**config.mk**
```make
export PLATFORM = sky130hd
export DESIGN_NAME = pwm_period_prescaler_fit_core
export DESIGN_NICKNAME = d
export VERILOG_FILES = /design/src/rtl/pwmpf_pkg.sv /design/src/rtl/pwmpf_regs.sv /design/src/rtl/pwmpf_ctrl.sv /design/src/rtl/pwmpf_dp.sv /design/src/rtl/pwm_period_prescaler_fit_core.sv
export SDC_FILE = /design/constraint.sdc
export NUM_CORES = 2
export LEC_CHECK = 0
export ABC_CLOCK_PERIOD_IN_PS = 11250
export BUFFER_PORTS_ARGS = -buffer_cell sky130_fd_sc_hd__buf_2
export CAP_MARGIN = 0
export CORE_MARGIN = 10
export CORE_UTILIZATION = 40
export DETAILED_ROUTE_END_ITERATION = 6
export HOLD_SLACK_MARGIN = 0.06
export SLEW_MARGIN = 30
export SYNTH_ARGS = -nofsm -noshare
export SYNTH_HDL_FRONTEND = slang
export SYNTH_SLANG_ARGS = --single-unit
```
**constraint.sdc**
```tcl
create_clock -name clk_i -period 11.25 [get_ports clk_i]
set_input_delay 1.125 -clock clk_i [delete_from_list [all_inputs] [get_ports clk_i]]
set_output_delay 1.125 -clock clk_i [all_outputs]
set_load 0.005 [all_outputs]
```
**src/rtl/pwmpf_pkg.sv**
```systemverilog
// Shared types, constants and the pin routing table of the PWM period and prescaler fit block.
package pwmpf_pkg;

  localparam int PIN_ENTRIES = 22;
  localparam int QUO_W       = 17;
  localparam int ADDR_W      = 3;
  localparam int DATA_W      = 32;
  localparam int IN_TDATA_W  = 72;
  localparam int OUT_TDATA_W = 72;

  localparam logic [2:0] APB2_FIRST_TIMER = 3'd3;

  localparam logic REG_APB1 = 1'b0;
  localparam logic REG_APB2 = 1'b1;

  typedef struct packed {
    logic [7:0] pin;
    logic [2:0] timer;
    logic [2:0] channel;
  } route_t;

  localparam route_t ROUTE_TABLE [PIN_ENTRIES] = '{
    '{8'd5,  3'd0, 3'd1}, '{8'd1,  3'd0, 3'd2}, '{8'd2,  3'd3, 3'd1}, '{8'd3,  3'd3, 3'd2},
    '{8'd6,  3'd1, 3'd1}, '{8'd7,  3'd1, 3'd2}, '{8'd11, 3'd2, 3'd1}, '{8'd12, 3'd2, 3'd2},
    '{8'd16, 3'd1, 3'd3}, '{8'd17, 3'd1, 3'd4}, '{8'd20, 3'd4, 3'd1}, '{8'd21, 3'd5, 3'd1},
    '{8'd22, 3'd2, 3'd1}, '{8'd23, 3'd2, 3'd2}, '{8'd24, 3'd2, 3'd3}, '{8'd25, 3'd2, 3'd4},
    '{8'd30, 3'd3, 3'd1}, '{8'd31, 3'd3, 3'd2}, '{8'd38, 3'd1, 3'd1}, '{8'd39, 3'd1, 3'd2},
    '{8'd40, 3'd1, 3'd3}, '{8'd41, 3'd1, 3'd4}
  };

  typedef enum logic [3:0] {
    OP_NONE,
    OP_LOAD,
    OP_ROUTE,
    OP_MUL,
    OP_SCALE,
    OP_DOUBLE,
    OP_HALVE,
    OP_CACHE_WR,
    OP_DIV_SET,
    OP_DIV_STEP
  } dp_op_e;

  typedef struct packed {
    dp_op_e op;
    logic   out_load;
    logic   out_ok;
  } dp_cmd_t;

  typedef struct packed {
    logic mode;
    logic bad_req;
    logic left_go;
    logic right_go;
    logic reach;
    logic hit;
    logic sat;
    logic div_last;
    logic out_free;
  } dp_status_t;

  typedef struct packed {
    logic [31:0] apb1;
    logic [31:0] apb2;
  } clocks_t;

endpackage

```
**src/rtl/pwmpf_regs.sv**
```systemverilog
// APB register file holding the two timer bus clock rates.
module pwmpf_regs (
  input  logic                          clk_i,
  input  logic                          rst_ni,
  input  logic                          psel,
  input  logic                          penable,
  input  logic                          pwrite,
  input  logic [pwmpf_pkg::ADDR_W-1:0]  paddr,
  input  logic [pwmpf_pkg::DATA_W-1:0]  pwdata,
  output logic [pwmpf_pkg::DATA_W-1:0]  prdata,
  output logic                          pready,
  output pwmpf_pkg::clocks_t            clocks_o
);
  import pwmpf_pkg::*;

  logic [31:0] apb1_q;
  logic [31:0] apb2_q;
  logic        wr_en;
  logic        sel;

  assign pready = 1'b1;
  assign wr_en  = psel && penable && pwrite && pready;
  assign sel    = paddr[2];

  always_ff @(posedge clk_i or negedge rst_ni) begin
    if (!rst_ni) begin
      apb1_q <= 32'd170000000;
      apb2_q <= 32'd170000000;
    end else if (wr_en) begin
      if (sel == REG_APB1) begin
        apb1_q <= pwdata;
      end else begin
        apb2_q <= pwdata;
      end
    end
  end

  assign prdata        = (sel == REG_APB2) ? apb2_q : apb1_q;
  assign clocks_o.apb1 = apb1_q;
  assign clocks_o.apb2 = apb2_q;

endmodule

```
**src/rtl/pwmpf_ctrl.sv**
```systemverilog
// Sequencer for route check, period fit loops, cache test and prescaler division.
module pwmpf_ctrl (
  input  logic                  clk_i,
  input  logic                  rst_ni,
  input  logic                  in_valid_i,
  output logic                  in_ready_o,
  output pwmpf_pkg::dp_cmd_t    cmd_o,
  input  pwmpf_pkg::dp_status_t status_i
);
  import pwmpf_pkg::*;

  typedef enum logic [14:0] {
    S_IDLE     = 15'h0001,
    S_CHECK    = 15'h0002,
    S_PMUL     = 15'h0004,
    S_LMUL     = 15'h0008,
    S_LSCALE   = 15'h0010,
    S_LTEST    = 15'h0020,
    S_RMUL     = 15'h0040,
    S_RTEST    = 15'h0080,
    S_FSCALE   = 15'h0100,
    S_FTEST    = 15'h0200,
    S_CACHE    = 15'h0400,
    S_DIVSET   = 15'h0800,
    S_DIV      = 15'h1000,
    S_DONE_OK  = 15'h2000,
    S_DONE_REJ = 15'h4000
  } state_e;

  state_e state_q, state_d;

  always_ff @(posedge clk_i or negedge rst_ni) begin
    if (!rst_ni) begin
      state_q <= S_IDLE;
    end else begin
      state_q <= state_d;
    end
  end

  assign in_ready_o = (state_q == S_IDLE);

  always_comb begin
    state_d      = state_q;
    cmd_o.op     = OP_NONE;
    cmd_o.out_load = 1'b0;
    cmd_o.out_ok   = 1'b0;
    case (state_q)
      S_IDLE: begin
        if (in_valid_i) begin
          cmd_o.op = OP_LOAD;
          state_d  = S_CHECK;
        end
      end
      S_CHECK: begin
        cmd_o.op = OP_ROUTE;
        if (status_i.bad_req) begin
          state_d = S_DONE_REJ;
        end else if (status_i.mode) begin
          state_d = S_LMUL;
        end else begin
          state_d = S_PMUL;
        end
      end
      S_PMUL: begin
        cmd_o.op = OP_MUL;
        state_d  = S_CACHE;
      end
      S_LMUL: begin
        cmd_o.op = OP_MUL;
        state_d  = S_LSCALE;
      end
      S_LSCALE: begin
        cmd_o.op = OP_SCALE;
        state_d  = S_LTEST;
      end
      S_LTEST: begin
        if (status_i.left_go) begin
          cmd_o.op = OP_DOUBLE;
          state_d  = S_LMUL;
        end else begin
          state_d = S_RMUL;
        end
      end
      S_RMUL: begin
        cmd_o.op = OP_MUL;
        state_d  = S_RTEST;
      end
      S_RTEST: begin
        if (status_i.right_go) begin
          cmd_o.op = OP_HALVE;
          state_d  = S_RMUL;
        end else begin
          state_d = S_FSCALE;
        end
      end
      S_FSCALE: begin
        cmd_o.op = OP_SCALE;
        state_d  = S_FTEST;
      end
      S_FTEST: begin
        state_d = status_i.reach ? S_CACHE : S_DONE_REJ;
      end
      S_CACHE: begin
        if (status_i.hit) begin
          state_d = S_DONE_OK;
        end else begin
          cmd_o.op = OP_CACHE_WR;
          state_d  = S_DIVSET;
        end
      end
      S_DIVSET: begin
        cmd_o.op = OP_DIV_SET;
        state_d  = status_i.sat ? S_DONE_OK : S_DIV;
      end
      S_DIV: begin
        cmd_o.op = OP_DIV_STEP;
        if (status_i.div_last) begin
          state_d = S_DONE_OK;
        end
      end
      S_DONE_OK: begin
        if (status_i.out_free) begin
          cmd_o.out_load = 1'b1;
          cmd_o.out_ok   = 1'b1;
          state_d        = S_IDLE;
        end
      end
      S_DONE_REJ: begin
        if (status_i.out_free) begin
          cmd_o.out_load = 1'b1;
          state_d        = S_IDLE;
        end
      end
      default: begin
        state_d = S_IDLE;
      end
    endcase
  end

endmodule

```
**src/rtl/pwmpf_dp.sv**
```systemverilog
// Datapath: pin routing, shared multiplier, fit tests, timer cache, divider, output register.
module pwmpf_dp #(
  parameter int NUM_TIMERS  = 6,
  parameter int MAX_PERIOD  = 65536,
  parameter int MAX_DIVIDER = 65536
) (
  input  logic                               clk_i,
  input  logic                               rst_ni,
  input  pwmpf_pkg::dp_cmd_t                 cmd_i,
  output pwmpf_pkg::dp_status_t              status_o,
  input  pwmpf_pkg::clocks_t                 clocks_i,
  input  logic [pwmpf_pkg::IN_TDATA_W-1:0]   in_data_i,
  input  logic                               in_mode_i,
  output logic                               out_valid_o,
  input  logic                               out_ready_i,
  output logic [pwmpf_pkg::OUT_TDATA_W-1:0]  out_data_o,
  output logic                               out_ok_o
);
  import pwmpf_pkg::*;

  localparam int         TIW          = (NUM_TIMERS > 1) ? $clog2(NUM_TIMERS) : 1;
  localparam logic [16:0] HALF_PERIOD_C = 17'(MAX_PERIOD / 2);
  localparam logic [16:0] MAX_DIV_C     = 17'(MAX_DIVIDER);

  logic        mode_q;
  logic [7:0]  pin_q;
  logic [31:0] freq_q;
  logic [31:0] req_q;
  logic [16:0] period_q;
  logic [4:0]  lsh_q;
  logic [4:0]  rsh_q;
  logic [2:0]  tmr_q;
  logic [2:0]  chan_q;
  logic [31:0] clk_q;
  logic [47:0] prod_q;
  logic [48:0] prodmd_q;
  logic        big_q;
  logic        recfg_q;
  logic [47:0] rem_q;
  logic [16:0] nlo_q;
  logic [16:0] quo_q;
  logic        sat_q;
  logic [4:0]  cnt_q;

  logic [31:0] cache_freq_q [NUM_TIMERS];
  logic [16:0] cache_per_q  [NUM_TIMERS];

  logic                   out_valid_q;
  logic [OUT_TDATA_W-1:0] out_data_q;
  logic                   out_ok_q;

  logic            route_hit;
  logic [2:0]      route_tmr;
  logic [2:0]      route_chan;
  logic [TIW-1:0]  cidx;
  logic [48:0]     mul_full;
  logic [48:0]     md_full;
  logic [47:0]     div_num;
  logic [48:0]     div_trial;
  logic [48:0]     div_diff;
  logic            div_ge;
  logic [16:0]     divider;
  logic [15:0]     psc;
  logic [OUT_TDATA_W-1:0] out_pack;

  // first matching entry whose timer exists wins
  always_comb begin
    route_hit  = 1'b0;
    route_tmr  = 3'd0;
    route_chan = 3'd0;
    for (int i = PIN_ENTRIES - 1; i >= 0; i--) begin
      if (ROUTE_TABLE[i].pin == pin_q && 32'(ROUTE_TABLE[i].timer) < NUM_TIMERS) begin
        route_hit  = 1'b1;
        route_tmr  = ROUTE_TABLE[i].timer;
        route_chan = ROUTE_TABLE[i].channel;
      end
    end
  end

  assign cidx      = TIW'(tmr_q);
  assign mul_full  = {17'b0, freq_q} * {32'b0, period_q};
  assign md_full   = {17'b0, prod_q[31:0]} * {32'b0, MAX_DIV_C};
  assign div_num   = {16'b0, clk_q} + {1'b0, prod_q[47:1]};
  assign div_trial = {rem_q, nlo_q[16]};
  assign div_ge    = (div_trial >= {1'b0, prod_q});
  assign div_diff  = div_trial - {1'b0, prod_q};

  always_comb begin
    if (sat_q || quo_q > MAX_DIV_C) begin
      divider = MAX_DIV_C;
    end else if (quo_q == 17'd0) begin
      divider = 17'd1;
    end else begin
      divider = quo_q;
    end
  end
  assign psc = 16'(divider - 17'd1);

  assign status_o.mode     = mode_q;
  assign status_o.bad_req  = !route_hit || freq_q == 32'd0 || req_q == 32'd0 ||
                             req_q > 32'(MAX_PERIOD);
  assign status_o.left_go  = !big_q && ({17'b0, clk_q} > prodmd_q) &&
                             (period_q <= HALF_PERIOD_C);
  assign status_o.right_go = (prod_q > {16'b0, clk_q}) && (period_q > 17'd1);
  assign status_o.reach    = (prod_q <= {16'b0, clk_q}) &&
                             (big_q || {17'b0, clk_q} <= prodmd_q);
  assign status_o.hit      = (cache_freq_q[cidx] == freq_q) && (cache_per_q[cidx] == period_q);
  assign status_o.sat      = ({17'b0, div_num[47:17]} >= prod_q);
  assign status_o.div_last = (cnt_q == 5'd0);
  assign status_o.out_free = !out_valid_q || out_ready_i;

  always_ff @(posedge clk_i) begin
    case (cmd_i.op)
      OP_LOAD: begin
        mode_q   <= in_mode_i;
        pin_q    <= in_data_i[7:0];
        freq_q   <= in_data_i[39:8];
        req_q    <= in_data_i[71:40];
        period_q <= in_data_i[56:40];
        lsh_q    <= 5'd0;
        rsh_q    <= 5'd0;
        recfg_q  <= 1'b0;
      end
      OP_ROUTE: begin
        tmr_q  <= route_tmr;
        chan_q <= route_chan;
        clk_q  <= (route_tmr < APB2_FIRST_TIMER) ? clocks_i.apb1 : clocks_i.apb2;
      end
      OP_MUL: begin
        prod_q <= mul_full[47:0];
      end
      OP_SCALE: begin
        prodmd_q <= md_full;
        big_q    <= |prod_q[47:32];
      end
      OP_DOUBLE: begin
        period_q <= {period_q[15:0], 1'b0};
        lsh_q    <= lsh_q + 5'd1;
      end
      OP_HALVE: begin
        period_q <= {1'b0, period_q[16:1]};
        rsh_q    <= rsh_q + 5'd1;
      end
      OP_CACHE_WR: begin
        recfg_q <= 1'b1;
      end
      OP_DIV_SET: begin
        rem_q <= {17'b0, div_num[47:17]};
        nlo_q <= div_num[16:0];
        quo_q <= 17'd0;
        sat_q <= status_o.sat;
        cnt_q <= 5'(QUO_W - 1);
      end
      OP_DIV_STEP: begin
        rem_q <= div_ge ? div_diff[47:0] : div_trial[47:0];
        nlo_q <= {nlo_q[15:0], 1'b0};
        quo_q <= {quo_q[15:0], div_ge};
        cnt_q <= cnt_q - 5'd1;
      end
      default: begin
      end
    endcase
  end

  always_ff @(posedge clk_i or negedge rst_ni) begin
    if (!rst_ni) begin
      for (int t = 0; t < NUM_TIMERS; t++) begin
        cache_freq_q[t] <= 32'd0;
        cache_per_q[t]  <= 17'd0;
      end
    end else if (cmd_i.op == OP_CACHE_WR) begin
      cache_freq_q[cidx] <= freq_q;
      cache_per_q[cidx]  <= period_q;
    end
  end

  always_comb begin
    if (cmd_i.out_ok) begin
      out_pack = {6'b0, recfg_q, rsh_q, lsh_q, 16'(period_q - 17'd1),
                  recfg_q ? psc : 16'd0, period_q, chan_q, tmr_q};
    end else begin
      out_pack = '0;
    end
  end

  always_ff @(posedge clk_i or negedge rst_ni) begin
    if (!rst_ni) begin
      out_valid_q <= 1'b0;
    end else if (cmd_i.out_load) begin
      out_valid_q <= 1'b1;
    end else if (out_ready_i) begin
      out_valid_q <= 1'b0;
    end
  end

  always_ff @(posedge clk_i) begin
    if (cmd_i.out_load) begin
      out_data_q <= out_pack;
      out_ok_q   <= cmd_i.out_ok;
    end
  end

  assign out_valid_o = out_valid_q;
  assign out_data_o  = out_data_q;
  assign out_ok_o    = out_ok_q;

endmodule

```
**src/rtl/pwm_period_prescaler_fit_core.sv**
```systemverilog
// Top level of the PWM period fit and prescaler block.
//
//   channel   direction  accepted when                     payload
//   s_axis    in         s_axis_tvalid & s_axis_tready     tdata pin/frequency/period, tuser mode
//   m_axis    out        m_axis_tvalid & m_axis_tready     tdata timer settings, tuser ok
//   apb       in         psel & penable & pwrite & pready  clock rate registers at 0x0, 0x4
//
// One word at a time: exact mode loads, checks the route, multiplies once and tests the cache.
// Fit mode swaps the single multiply for doubling tries (multiply, scale, test), halving tries
// (multiply, test) and a reach test (scale, test); a rewrite then runs the one-bit divider.
// Reset clears the clock registers to 170 MHz and the per-timer cache to zero.
// The output register frees the input side: a new word is taken while a result waits.
module pwm_period_prescaler_fit_core #(
  parameter int NUM_TIMERS  = 6,
  parameter int MAX_PERIOD  = 65536,
  parameter int MAX_DIVIDER = 65536
) (
  input  logic                               clk_i,
  input  logic                               rst_ni,
  input  logic                               s_axis_tvalid,
  output logic                               s_axis_tready,
  // pin [7:0], freq [39:8], requested_period [71:40]
  input  logic [pwmpf_pkg::IN_TDATA_W-1:0]   s_axis_tdata,
  // mode [0]
  input  logic                               s_axis_tuser,
  output logic                               m_axis_tvalid,
  input  logic                               m_axis_tready,
  // timer_index [2:0], channel [5:3], period [22:6], prescaler [38:23], reload [54:39],
  // doublings [59:55], halvings [64:60], reconfigured [65], zero [71:66]
  output logic [pwmpf_pkg::OUT_TDATA_W-1:0]  m_axis_tdata,
  // ok [0]
  output logic                               m_axis_tuser,
  input  logic                               psel,
  input  logic                               penable,
  input  logic                               pwrite,
  input  logic [pwmpf_pkg::ADDR_W-1:0]       paddr,
  input  logic [pwmpf_pkg::DATA_W-1:0]       pwdata,
  output logic [pwmpf_pkg::DATA_W-1:0]       prdata,
  output logic                               pready
);
  import pwmpf_pkg::*;

  clocks_t    clocks;
  dp_cmd_t    cmd;
  dp_status_t status;

  pwmpf_regs u_regs (
    .clk_i    (clk_i),
    .rst_ni   (rst_ni),
    .psel     (psel),
    .penable  (penable),
    .pwrite   (pwrite),
    .paddr    (paddr),
    .pwdata   (pwdata),
    .prdata   (prdata),
    .pready   (pready),
    .clocks_o (clocks)
  );

  pwmpf_ctrl u_ctrl (
    .clk_i      (clk_i),
    .rst_ni     (rst_ni),
    .in_valid_i (s_axis_tvalid),
    .in_ready_o (s_axis_tready),
    .cmd_o      (cmd),
    .status_i   (status)
  );

  pwmpf_dp #(
    .NUM_TIMERS  (NUM_TIMERS),
    .MAX_PERIOD  (MAX_PERIOD),
    .MAX_DIVIDER (MAX_DIVIDER)
  ) u_dp (
    .clk_i       (clk_i),
    .rst_ni      (rst_ni),
    .cmd_i       (cmd),
    .status_o    (status),
    .clocks_i    (clocks),
    .in_data_i   (s_axis_tdata),
    .in_mode_i   (s_axis_tuser),
    .out_valid_o (m_axis_tvalid),
    .out_ready_i (m_axis_tready),
    .out_data_o  (m_axis_tdata),
    .out_ok_o    (m_axis_tuser)
  );

endmodule

```
### Word level (Yosys, flattened, before mapping)

Cells that the tools add are included.

* add/subtract/negate cells: 7
* multiply operators: 1
* $lt $le $gt $ge: 13
* eq/ne operators: 51
* multiplexer cells: 112
* bitwise operators: 2
* reductions and logical operators: 36

Operator list (count)
* $pmux 15 s14: 1
* $bwmux 192: 1
* $mux 32: 5
* $mux 3: 37
* $bwmux 102: 1
* $bmux 32 s3: 1
* $demux 32 s3: 1
* $pmux 48 s2: 1
* $eq 5x8->1 const A: 10
* $mux 15: 5
* $pmux 17 s2: 2
* $logic_not 32->1: 2
* $bmux 17 s3: 1
* $demux 17 s3: 1
* $mux 17: 3
* $pmux 17 s3: 1
* $ge 49x48->1: 1
* $add 32x47->48: 1
* $ge 31x48->1: 1
* $gt 32x48->1: 1
* $gt 48x32->1: 1
* $le 32x48->1: 1
* $le 48x32->1: 1
* $mul 32x17->48: 1
* other kinds (65): 141

* register bits after elaboration: 755
* output and inout port bits: 108
* word-level logic and storage cells: 262

### Depth between registers and ports, before layout

* word-level depth: 29
* depth in mapped cells: 27

### By module

A second synthesis with hierarchy kept.

* cell total of the unflattened synthesis: 5301
* area total of the unflattened synthesis: 56248.9 um2

By module, submodules not included
* pwmpf_dp: instances 1, cells an instance 5011, area each 52206.3 um2
* pwmpf_regs: instances 1, cells an instance 174, area each 2941.6 um2
* pwmpf_ctrl: instances 1, cells an instance 116, area each 1101.1 um2

### Worst setup path before layout

OpenSTA, ideal clock, no wires.

* kind: register -> register
* start: register u_dp.period_q[4]
* end: register u_dp.prod_q[42] (data pin)
* setup time: 0.265 ns
* arrival time: 6.493 ns
* data required time: 10.985 ns
* path slack: 4.492 ns
* stages on the path, launching flop included: 24
* clock period less this slack: 6.758 ns
* cells stage by stage: edfxtp_1 > clkbuf_1 > clkbuf_1 > clkbuf_1 > nand2_1 > fa_1 > fa_1 > fa_1 > inv_1 > fa_1 > fa_1 > inv_1 > fa_1 > inv_1 > ha_1 > clkbuf_1 > nand3_1 > a2111oi_0 > a2111o_1 > nand2_1 > o31a_1 > o21a_1 > o21ai_0 > xor2_1

* longest elaborated chain between the ends: 1

RTL lines
* start, declared: RTL line pwmpf_dp.sv:29 `logic [16:0] period_q;`
* start signal, assigned: RTL line pwmpf_dp.sv:119 `period_q <= in_data_i[56:40];`
* start signal, assigned: RTL line pwmpf_dp.sv:137 `period_q <= {period_q[15:0], 1'b0};`
* start signal, assigned: RTL line pwmpf_dp.sv:141 `period_q <= {1'b0, period_q[16:1]};`
* $mul 32x17->48: RTL line pwmpf_dp.sv:81 `assign mul_full = {17'b0, freq_q} * {32'b0, period_q};`
* net u_dp.mul_full[42]: RTL line pwmpf_dp.sv:56 `logic [48:0] mul_full;`
* end signal, assigned: RTL line pwmpf_dp.sv:130 `prod_q <= mul_full[47:0];`
* end, declared: RTL line pwmpf_dp.sv:35 `logic [47:0] prod_q;`

The timed path passes the listed nets, and every way through them passes these cells.
A chain may end at the register's enable or synchronous reset.

### Worst setup path after layout

* start: register u_dp.period_q[16]
* end: register u_dp.prod_q[47] (data pin)

The elaborated chain is that of the path after synthesis.

==> flow_summary.ini <==
[routing]
drt-total-wl_um = 150000
drtIter0Drc = 2421
drc = 0
dr.pass1.iters = 7
avgRoutedWirePerCell_um = 20.6
viasPerCell = 5.35
vias = 39011
antenna_left = 0

[clock_network]
clockBufferDepth = 3
hold_buffers = 0
cts_setup_buffers = 0
cts_tree = built
cts_root_buffer = clkbuf_16
clock_latency_ps = 690
cts.sink_count = 749
ctsResizeCount = 0
htreeDepth = 3
path_clk_slew_ps = 60
cts_made_buffers = 82

[sta]
fin_ws_ps = 3600
setup_viol = 0
tightest_slew_ps = 935
tns_ps = 0
period_share_pct = 68.0
fmax_mhz = 131
slew_headroom_pct = 37.6
final_hold_viol_count = 0
whs_ps = 456
rsz0062_at_grt = no
finalCriticalPeriod_ps = 7650
maxSlewViolCount = 0
finClkSkew_ps = 36.7

[logic_synthesis]
avgSynthCellArea_um2 = 10.7
yosysWarnings = 0
syn-instance-count = 5274
async_flop_share_pct = 49.9
synth.distinct_cells = 79
synth_edf_count = 375
ys.flop_type = edfxtp_1
ys_ff_latch = 749
syn-cell-area_mm2 = 0.0567
yosysSeqAreaShare_pct = 36.4

[cells_and_area]
nets = 6175
final_cell_mix = inv_1 (684), nand2_1 (497), mux2_2 (451)
area_growth_pct = 9.89
final_common_cell = inv_1
fillers = 13299
seqCellArea_mm2 = 0.0207
post-route-util_pct = 44.1
drive_gt1_share_pct = 18.3
multi_input_area_mm2 = 0.0321

[hold_path]
hp-class = flip-flop to flip-flop

[worst_setup_path]
r2r-end = u_dp.prod_q[47]
slowest_stage = edfxtp_1
critPathKind = flip-flop to flip-flop
cp-startpoint = u_dp.period_q[16]
worstPathArrival_ps = 8050
path_max_fanout = 32
cp.required_ps = 11650
reg2regPathDepth = 21
crit_path_cell_trace = buf_4, and2_1, fa_1, fa_1, fa_1, fa_1, fa_1, inv_1, fa_1, inv_1, ha_1, a21o_1, a21o_1, a21oi_1, o2111ai_1, a22oi_1, o21ai_0, nand3_1, nor2_1, o41ai_1, xnor2_1
cp-start-kind = flip-flop
regToRegSetupSlack_ps = 3600
cp_slowest_stage_delay_ps = 720
cp-endpoint = u_dp.prod_q[47]
endpoint_kind = flip-flop
crit-reg2reg-launch = u_dp.period_q[16]
cp_common_cell = fa_1

[floorplan]
die-area_mm2 = 0.157
chipHeight_um = 396
std_cell_rows = 138
die_x_um = 396
start_util_pct = 40.2
ioPinCount = 223
core_region_area_mm2 = 0.141

[run_status]
status = finished, final reports clean

[place]
io_buffer_count = 213
dp_hpwl_um = 104000
pre_cts_ws_ps = 3670
globalplace.congestion = 0.872

[global_routing]
grt_pass1_vias = 40976
grtUsageTotal_pct = 19.1
grt_antenna_before_repair = 4
grt_overflow = 0
grt_pass1_wl_um = 239000
grt_max_degree = 150

[flow_run]
cap_violations = 0
-- cell families after synthesis --
kind of cell             share of synthesized area (%)
XOR/XNOR                                          3.09
AND/OR/NAND/NOR                                   11.4
other                                           0.0133
multiplexers                                      12.0
adder cells (fa/ha/maj)                           22.2
buffers and inverters                             7.05
AO/OA/AOI/OAI                                     7.90
flip-flops                                        36.4
-- Yosys cell counts (24+ instances only) --
cell type / instances / area, µm²
mux2_2: 451 / 5080
nor3b_1: 24 / 180
a21o_1: 114 / 856
dfrtp_1: 349 / 8730
nand4_1: 52 / 325
xor2_1: 60 / 526
a211oi_1: 25 / 188
nor4_1: 46 / 288
inv_1: 684 / 2570
and2_1: 263 / 1650
ha_1: 284 / 3550
nor3_1: 41 / 205
mux2i_1: 76 / 761
and3_1: 24 / 150
o21ai_0: 119 / 596
nand3_1: 59 / 295
buf_2: 39 / 195
xnor2_1: 140 / 1230
nor2_1: 187 / 702
nand2_1: 499 / 1870
edfxtp_1: 375 / 11300
dfstp_2: 25 / 657
nor2b_1: 28 / 175
fa_1: 450 / 9010
nand2b_1: 28 / 175
mux4_2: 35 / 788
a21oi_1: 215 / 1080
clkbuf_1: 258 / 968
-- worst max-delay path: cells and delay by family (launching register included) --
family | cells | cell delay, ps
adder cells (fa/ha/maj) | 7 | 3520
AO/OA/AOI/OAI | 7 | 1890
flip-flops | 1 | 720
buffers and inverters | 3 | 600
AND/OR/NAND/NOR | 3 | 480
XOR/XNOR | 1 | 150
-- worst min path at each step --
stage	start	endpoint	slack [ps]	cells after the start
2_1_floorplan	u_dp.mode_q	u_ctrl.state_q[2]	400	1
3_3_place_gp	u_dp.mode_q	u_ctrl.state_q[2]	430	1
3_5_place_dp	u_dp.mode_q	u_ctrl.state_q[2]	440	1
4_1_cts	rst_ni	u_dp.cache_freq_q[23]	450	1
5_1_grt	u_dp.mode_q	u_ctrl.state_q[2]	480	1
6_report	u_dp.mode_q	u_ctrl.state_q[2]	460	1
-- through the flow --
step           std cells  area (µm²)
6_report            7286       62300
4_1_cts             7281       62200
3_5_place_dp        7128       59400
3_3_place_gp        7128       59400
5_1_grt             7285       62300
2_1_floorplan       5279       56700
-- routing by layer --
metal,up-vias,part of all wire [%],global-route usage [%]
met5,-,0.018,0
met3,216,5.0,2.93
li1,17828,-,-
met1,19949,45,26.0
met2,1014,48,31.9
met4,4,2.2,4.64
-- state kept, by name (all words and copies together), names as in the netlist, 48 cells and up --
register	flops
u_dp.cache_freq_q	192
u_dp.cache_per_q	102
u_dp.out_data_o	66
u_dp.prod_q	48
u_dp.rem_q	48
-- final cells by class --
type | instances | share of cell area (%)
Antenna cell | 1 | 0.00402
Clock inverter | 37 | 0.623
Inverter | 684 | 4.12
Clock buffer | 116 | 3.80
Timing Repair Buffer | 300 | 2.90
Multi-Input combinational cell | 3509 | 51.6
Tap cell | 1890 | 3.80
Sequential cell | 749 | 33.2
Power is not shown: default switching activity piles up to over one toggle a cycle in this logic, so the estimate is an artifact.
